===== config.mk =====
export PLATFORM = sky130hd
export DESIGN_NAME = led_cell
export DESIGN_NICKNAME = d
export VERILOG_FILES = /design/src/hdl/led_pkg.sv /design/src/hdl/led_cell.sv
export SDC_FILE = /design/constraint.sdc
export NUM_CORES = 1
export LEC_CHECK = 0
export BUFFER_PORTS_ARGS = -buffer_cell sky130_fd_sc_hd__buf_2
export CORE_MARGIN = 2
export CORE_UTILIZATION = 25
export DETAILED_ROUTE_END_ITERATION = 6
export REMOVE_ABC_BUFFERS = 1
export SLEW_MARGIN = 25
export SYNTH_ARGS = -nofsm -noshare
export SYNTH_HDL_FRONTEND = slang
export SYNTH_SLANG_ARGS = --single-unit
export TNS_END_PERCENT = 100

===== constraint.sdc =====
create_clock -name aclk -period 5.31 [get_ports aclk]
set_input_delay 0.7965 -clock aclk [delete_from_list [all_inputs] [get_ports aclk]]
set_output_delay 0.7965 -clock aclk [all_outputs]
set_load 0.1 [all_outputs]

===== src/hdl/led_pkg.sv =====
// shared constants, codes and types of the edit distance unit
`default_nettype none

package led_pkg;

    localparam int MAX_LEN  = 64;
    localparam int CH_W     = 8;
    localparam int OP_W     = 2;
    localparam int DIST_W   = 7;
    localparam int DIST_MAX = (1 << DIST_W) - 1;
    localparam int LEN_W    = $clog2(MAX_LEN + 1);
    localparam int COST_W   = $clog2(MAX_LEN + 2);
    localparam int SAT_W    = (COST_W > DIST_W) ? COST_W : DIST_W;

    typedef enum logic [OP_W-1:0] {
        OP_FIRST  = 2'd0,
        OP_SECOND = 2'd1,
        OP_FINISH = 2'd2
    } op_t;

    typedef struct packed {
        logic              valid;
        logic [CH_W-1:0]   ch;
        logic [COST_W-1:0] left;
        logic [COST_W-1:0] diag;
    } token_t;

endpackage

`default_nettype wire


===== src/hdl/led_cell.sv =====
// one cell of the systolic row: one first-string char and its cost entry
`default_nettype none

module led_cell
    import led_pkg::*;
(
    input  wire logic              aclk,
    input  wire logic              aresetn,
    input  wire logic              clear,
    input  wire logic              load_en,
    input  wire logic [CH_W-1:0]   load_ch,
    input  wire logic [COST_W-1:0] init_cost,
    input  wire token_t            tok_in,
    output token_t                 tok_out
);

    logic              loaded_reg;
    logic [CH_W-1:0]   char_reg;
    logic [COST_W-1:0] cost_reg;
    logic [COST_W-1:0] cost_next;
    logic              tok_valid_reg;
    token_t            tok_reg;
    token_t            tok_next;

    logic [COST_W-1:0] up_cost;
    logic [COST_W-1:0] left_cost;
    logic [COST_W-1:0] sub_cost;
    logic [COST_W-1:0] min_a;

    always_comb begin
        up_cost   = cost_reg + COST_W'(1);
        left_cost = tok_in.left + COST_W'(1);
        sub_cost  = tok_in.diag + ((char_reg == tok_in.ch) ? COST_W'(0) : COST_W'(1));
        min_a     = (up_cost < left_cost) ? up_cost : left_cost;
        cost_next = (min_a < sub_cost) ? min_a : sub_cost;
    end

    always_comb begin
        tok_next = tok_in;
        if (loaded_reg) begin
            tok_next.left = cost_next;
            tok_next.diag = cost_reg;
        end
    end

    always_ff @(posedge aclk) begin
        if (!aresetn || clear) begin
            loaded_reg <= 1'b0;
            cost_reg   <= init_cost;
        end else begin
            if (load_en) begin
                loaded_reg <= 1'b1;
            end
            if (tok_in.valid && loaded_reg) begin
                cost_reg <= cost_next;
            end
        end
    end

    always_ff @(posedge aclk) begin
        if (load_en) begin
            char_reg <= load_ch;
        end
        tok_reg <= tok_next;
    end

    always_ff @(posedge aclk) begin
        if (!aresetn) begin
            tok_valid_reg <= 1'b0;
        end else begin
            tok_valid_reg <= tok_in.valid;
        end
    end

    always_comb begin
        tok_out       = tok_reg;
        tok_out.valid = tok_valid_reg;
    end

endmodule

`default_nettype wire


Word-level counts from Yosys, hierarchy flattened
Cells that the tools add are included.
W data, S select, Z words.
{ "totals": {"reg_bits": 39} }
{ "op_classes": {"n_addsub": 3, "magnitude_cmp": 2, "eq_ne": 1, "muxes": 6, "reduce_logical": 4} }
{ "op_table": {"columns": ["op", "n"], "rows": [
  ["$mux W7", 4],
  ["$add A7 B1 Y7 const B", 2],
  ["$lt A7 B7 Y1", 2],
  ["$mux W14", 1],
  ["$eq A8 B8 Y1", 1],
  ["$add A7 B1 Y7", 1],
  ["$reduce_bool A2 Y1", 1],
  ["$logic_and A1 B1 Y1", 1],
  ["$logic_not A1 Y1", 1],
  ["$logic_or A1 B1 Y1", 1],
  ["$mux W1", 1]
]} }

Longest topological paths before layout
{ "depth": {"ltp_word": 7, "depth_mapped": 18, "mapped_depth_nobuf": 18} }

Worst setup path after synthesis
OpenSTA, ideal clock, no wires.
{ "synth_timing": {"path_kind": "input-to-reg", "startpoint": "input port tok_in[7] in the netlist's numbering", "endpoint": "register cost_reg[2] (data pin)", "setup_time_ns": 0.266, "t_arrival_ns": 3.980, "slack_ns": 1.064, "path_stages": 15, "path_buffers": 0, "path_cell_list": "ha_1 inv_1 ha_1 a2111oi_4 o22ai_1 a31oi_2 mux2_2 ha_1 nand2_1 nand3_1 a2111oi_0 a21boi_1 a211oi_4 mux2i_1 o21ai_1"} }
{ "synth_between": {"elab_chain_len": 7} }
{ "synth_lines": {"columns": ["element", "line_no", "rtl"], "rows": [
  ["start: declaration", "led_cell.sv:13", "input wire token_t tok_in,"],
  ["$add A7 B1 Y7 *", "led_cell.sv:32", "left_cost = tok_in.left + COST_W'(1);"],
  ["$lt A7 B7 Y1", "led_cell.sv:34", "min_a = (up_cost < left_cost) ? up_cost : left_cost;"],
  ["$mux W7 *", "led_cell.sv:34", null],
  ["$lt A7 B7 Y1", "led_cell.sv:35", "cost_next = (min_a < sub_cost) ? min_a : sub_cost;"],
  ["$mux W7 *", "led_cell.sv:35", null],
  ["$mux W7 *", "led_cell.sv:54", "if (tok_in.valid && loaded_reg) begin"],
  ["$mux W7 *", "led_cell.sv:47", "if (!aresetn || clear) begin"],
  ["end signal: assignment", "led_cell.sv:49", "cost_reg <= init_cost;"],
  ["end signal: assignment", "led_cell.sv:55", "cost_reg <= cost_next;"],
  ["end: declaration", "led_cell.sv:19", "logic [COST_W-1:0] cost_reg;"]
]} }
Every way passes the cells marked *; elsewhere a longest branch is shown, timed or not. The select of a mux whose other input is x is not followed.
A chain may end at the register's enable or synchronous reset.

Worst setup path in the final report
{ "layout_timing": {"startpoint": "register cost_reg[0]", "endpoint": "register cost_reg[6] (data pin)"} }
{ "layout_between": {"elab_chain_len": 7} }
{ "layout_lines": {"columns": ["element", "line_no", "rtl"], "rows": [
  ["$add A7 B1 Y7 *", "led_cell.sv:31", "up_cost = cost_reg + COST_W'(1);"],
  ["$lt A7 B7 Y1", "led_cell.sv:34", null],
  ["$mux W7 *", "led_cell.sv:34", null],
  ["$lt A7 B7 Y1", "led_cell.sv:35", null],
  ["$mux W7 *", "led_cell.sv:35", null],
  ["$mux W7 *", "led_cell.sv:54", null],
  ["$mux W7 *", "led_cell.sv:47", null]
]} }
Marks and branches as above.

==> impl_results.md <==
* Status: complete, no violations
* I/O pin count at 65
* Crit-path leading delay family: compound AO/OA/AOI/OAI gates
* Count of yosys warnings during synthesis at 0
* Sum of net half-perimeters after detailed placement at 4370 microns
* Number of library cell types mapped by synthesis at 38
* FF/Latch Area at 930.9 sq um
* Setup-failing EPs final at 0
* Timing-limited maximum frequency at 0.2157 GHz
* Placement-stage cell area at 0.002560 sq mm
* Commonest non-fill, non-tap cell in the layout: buf_2
* Via count of the first global-routing pass at 1,623
* Number of vias per cell after detailed routing at 4.402
* Vertical extent of the die at 96.24 microns
* Overall die area at 0.009262 sq mm
* Total vias in the final route at 1,664
* Hold bufs inserted after CTS at 0
* Starting density of the core at 25.89%
* CP Data Arrival Time at 4.66 ns
* Clock root cell: clkbuf_8
* Reg clk slew, reported paths at 0.07 ns
* Port Buffers at 64
* Fin crit share at 87.30%
* Multi-input gate area in the final layout at 0.001106 sq mm
* Final-report hold violation count at 0
* Initial DRC Count at 79
* Core region area at 0.008217 sq mm
* Worst Clk Skew at 0.007521 ns
* Setup Crit Path Kind: flip-flop to flip-flop
* Setup tns final at 0 ns
* Most common cell on crit path: ha_1
* Count of fill cells added during filler insertion at 858
* Path class of the lowest-slack min-delay path: flip-flop to flip-flop
* Total CTS buffers at 5
* Area delta synth->final at 24.18%
* GRT Residual Overflow at 0
* Setup slack after placement at 0.4825 ns
* Number of placement rows at 33
* Measured slew at the worst slew-check pin at 0.8036 ns
* Antenna violation net count after detailed routing at 0
* Type of destination of the critical path: flip-flop
* Crit path setup slack, layout at 0.6746 ns
* Crit start category: flip-flop
* Post-CTS resize count at 0
* RSZ-0062 raised after global routing: no
* Sequential-to-total area share from yosys stat at 43.76%
* All-layer global routing usage at 11.52%
* Nets at 329
* Drc violations at 0
* Number of levels in the clock H-tree at 2
* Leading post-synthesis cells by cell area: dfxtp_1 (23%), edfxtp_1 (21%), ha_1 (8.8%)
* Placed Cells at 370
* Number of post-CTS setup repair buffers at 0
* Commonest cells after routing, fill and taps aside: buf_2 (64), dfxtp_1 (24), inv_1 (19), nand2_1 (17)
* Final Core Density at 32.15%
* Global-route wire length before repair at 7976 microns
* Remaining max-slew budget at the tightest pin at 46.35%
* Chip Width at 96.24 microns
* Average wire length per cell after detail routing at 14.11 microns
* Number of storage elements in the synthesis netlist at 39
* Antenna violations before repair at 0
* Clock sink total at 39
* CP max stage cell: edfxtp_1
* Iteration count of the initial detailed-routing pass at 4
* Total leakage power at 1.197 nW
* Maximum number of pins on one net before global-route repair at 19
* Final period demand of the worst path at 4.635 ns
* Peak supply drop at 0.1620 mV
* Number of buffers and inverters on the critical path at 1
* Critical path peak fanout at 7
* Gp weighted congestion at 0.9359
* Non-filler instance count after layout at 378
* TritonCTS clock tree: built
* Cell type with the highest aggregate area in the netlist: dfxtp_1
* Final Slew Violations at 0
* Buffer depth of the longest clock path at 2
* Areal power density over the cells at 357.9 mW/mm^2
* Top_reg_cell synth: dfxtp_1
* Fraction of post-synthesis cell area in the top cell type by area at 22.59%
* Post-synthesis cell area at 0.002127 sq mm
* Worst path required time at 5.33 ns
* Maxcap violations at 0
* Clock network latency to the later pin of the worst-skew pair at 0.28 ns
* Fraction of layout cells with a size suffix above 1 at 30.77%
* CP cell instances: ha_1 > xnor2_1 > inv_1 > ha_1 > a2111oi_4 > o22ai_1 > a31oi_2 > mux2_2 > ha_1 > nand2_1 > nand3_1 > a2111oi_0 > a21boi_1 > a211oi_4 > mux2i_1 > o21ai_1
* Layout Cell Area excl Fill at 0.002641 sq mm
* EDFF count, synth at 15
* Largest stage delay on the critical path at 0.54 ns
* Diodes inserted at 0
* Post-synthesis instance total at 205
* Aggregate routed wire length at 5335 microns
* Async set-reset flop share out of synthesis at 0%
* Max FFs per register at 22
* Post-synthesis average cell area at 10.38 sq um
## kinds of logic after synthesis
group                    share of synthesized area [%]
AND/OR/NAND/NOR                                  12.18
flip-flops                                       43.76
AO/OA/AOI/OAI                                    10.71
XOR/XNOR                                         9.471
buffers and inverters                            4.235
multiplexers                                     10.82
adder cells (fa/ha/maj)                          8.824
## final cells by class
class	instances	area share, %
clock buffer	7	2.890
timing repair buffer	64	12.13
inverter	19	2.700
clock inverter	1	0.1895
sequential	39	35.24
tap	105	4.974
multi-input combinational	143	41.88
## routing by layer
layer / track usage [%] / vias up / share of wire (%)
li1: - / 859 / -
met1: 14.86 / 752 / 45
met2: 18.29 / 47 / 48
met3: 3.681 / 6 / 6.3
met4: 3.571 / 0 / 1.0
met5: 0 / - / 0
## stage by stage
stage	power [mW]	hold slack, ns
global placement	0.7602	0.5405
floorplan	0.6764	0.4973
CTS	0.9522	0.5598
global route	0.9994	0.5949
detailed placement	0.7627	0.5385
finish	0.9454	0.5705
## synthesized netlist by cell type (2+ instances only)
cell       n
a211oi_1   2
a21o_1     2
a21oi_1    5
a31oi_1    2
buf_1      2
dfxtp_1   24
edfxtp_1  15
ha_1      15
inv_1     19
mux2_2     8
mux2i_1   14
nand2_1   17
nand2b_1   3
nand3_1   15
nor2_1     7
nor4_1     3
o21ai_0    3
o21ai_1    6
o22ai_1    2
or2_2      2
xnor2_1    8
xor2_1    15
## path summary, 6_finish.rpt
check	start	end	slack [ns]	depth (start not counted)
hold reg to reg	cost_reg[6]$_DFFE_PP_	tok_out[6]$_DFF_P_	0.57	1
setup reg to reg	cost_reg[0]$_DFFE_PP_	cost_reg[6]$_DFFE_PP_	0.67	16
hold / removal	cost_reg[6]$_DFFE_PP_	tok_out[6]$_DFF_P_	0.57	1
setup / recovery	cost_reg[0]$_DFFE_PP_	cost_reg[6]$_DFFE_PP_	0.67	16
## worst reg2reg max path: cells and delay by family (launching register included)
family / cells / cell delay (ns)
AOI/OAI and AO/OA: 7 / 1.95
adders and majority gates: 3 / 0.76
xor gates and xnor gates: 1 / 0.22
DFF: 1 / 0.54
muxes: 2 / 0.67
buffers and inverters: 1 / 0.07
and+or+nand+nor: 2 / 0.17
## power by group
part	total (mW)	switching (mW)	internal [mW]
Sequential	0.361	0.0186	0.343
Clock	0.189	0.0968	0.0922
Combinational	0.395	0.268	0.127
(Power assumes the default switching activity.)
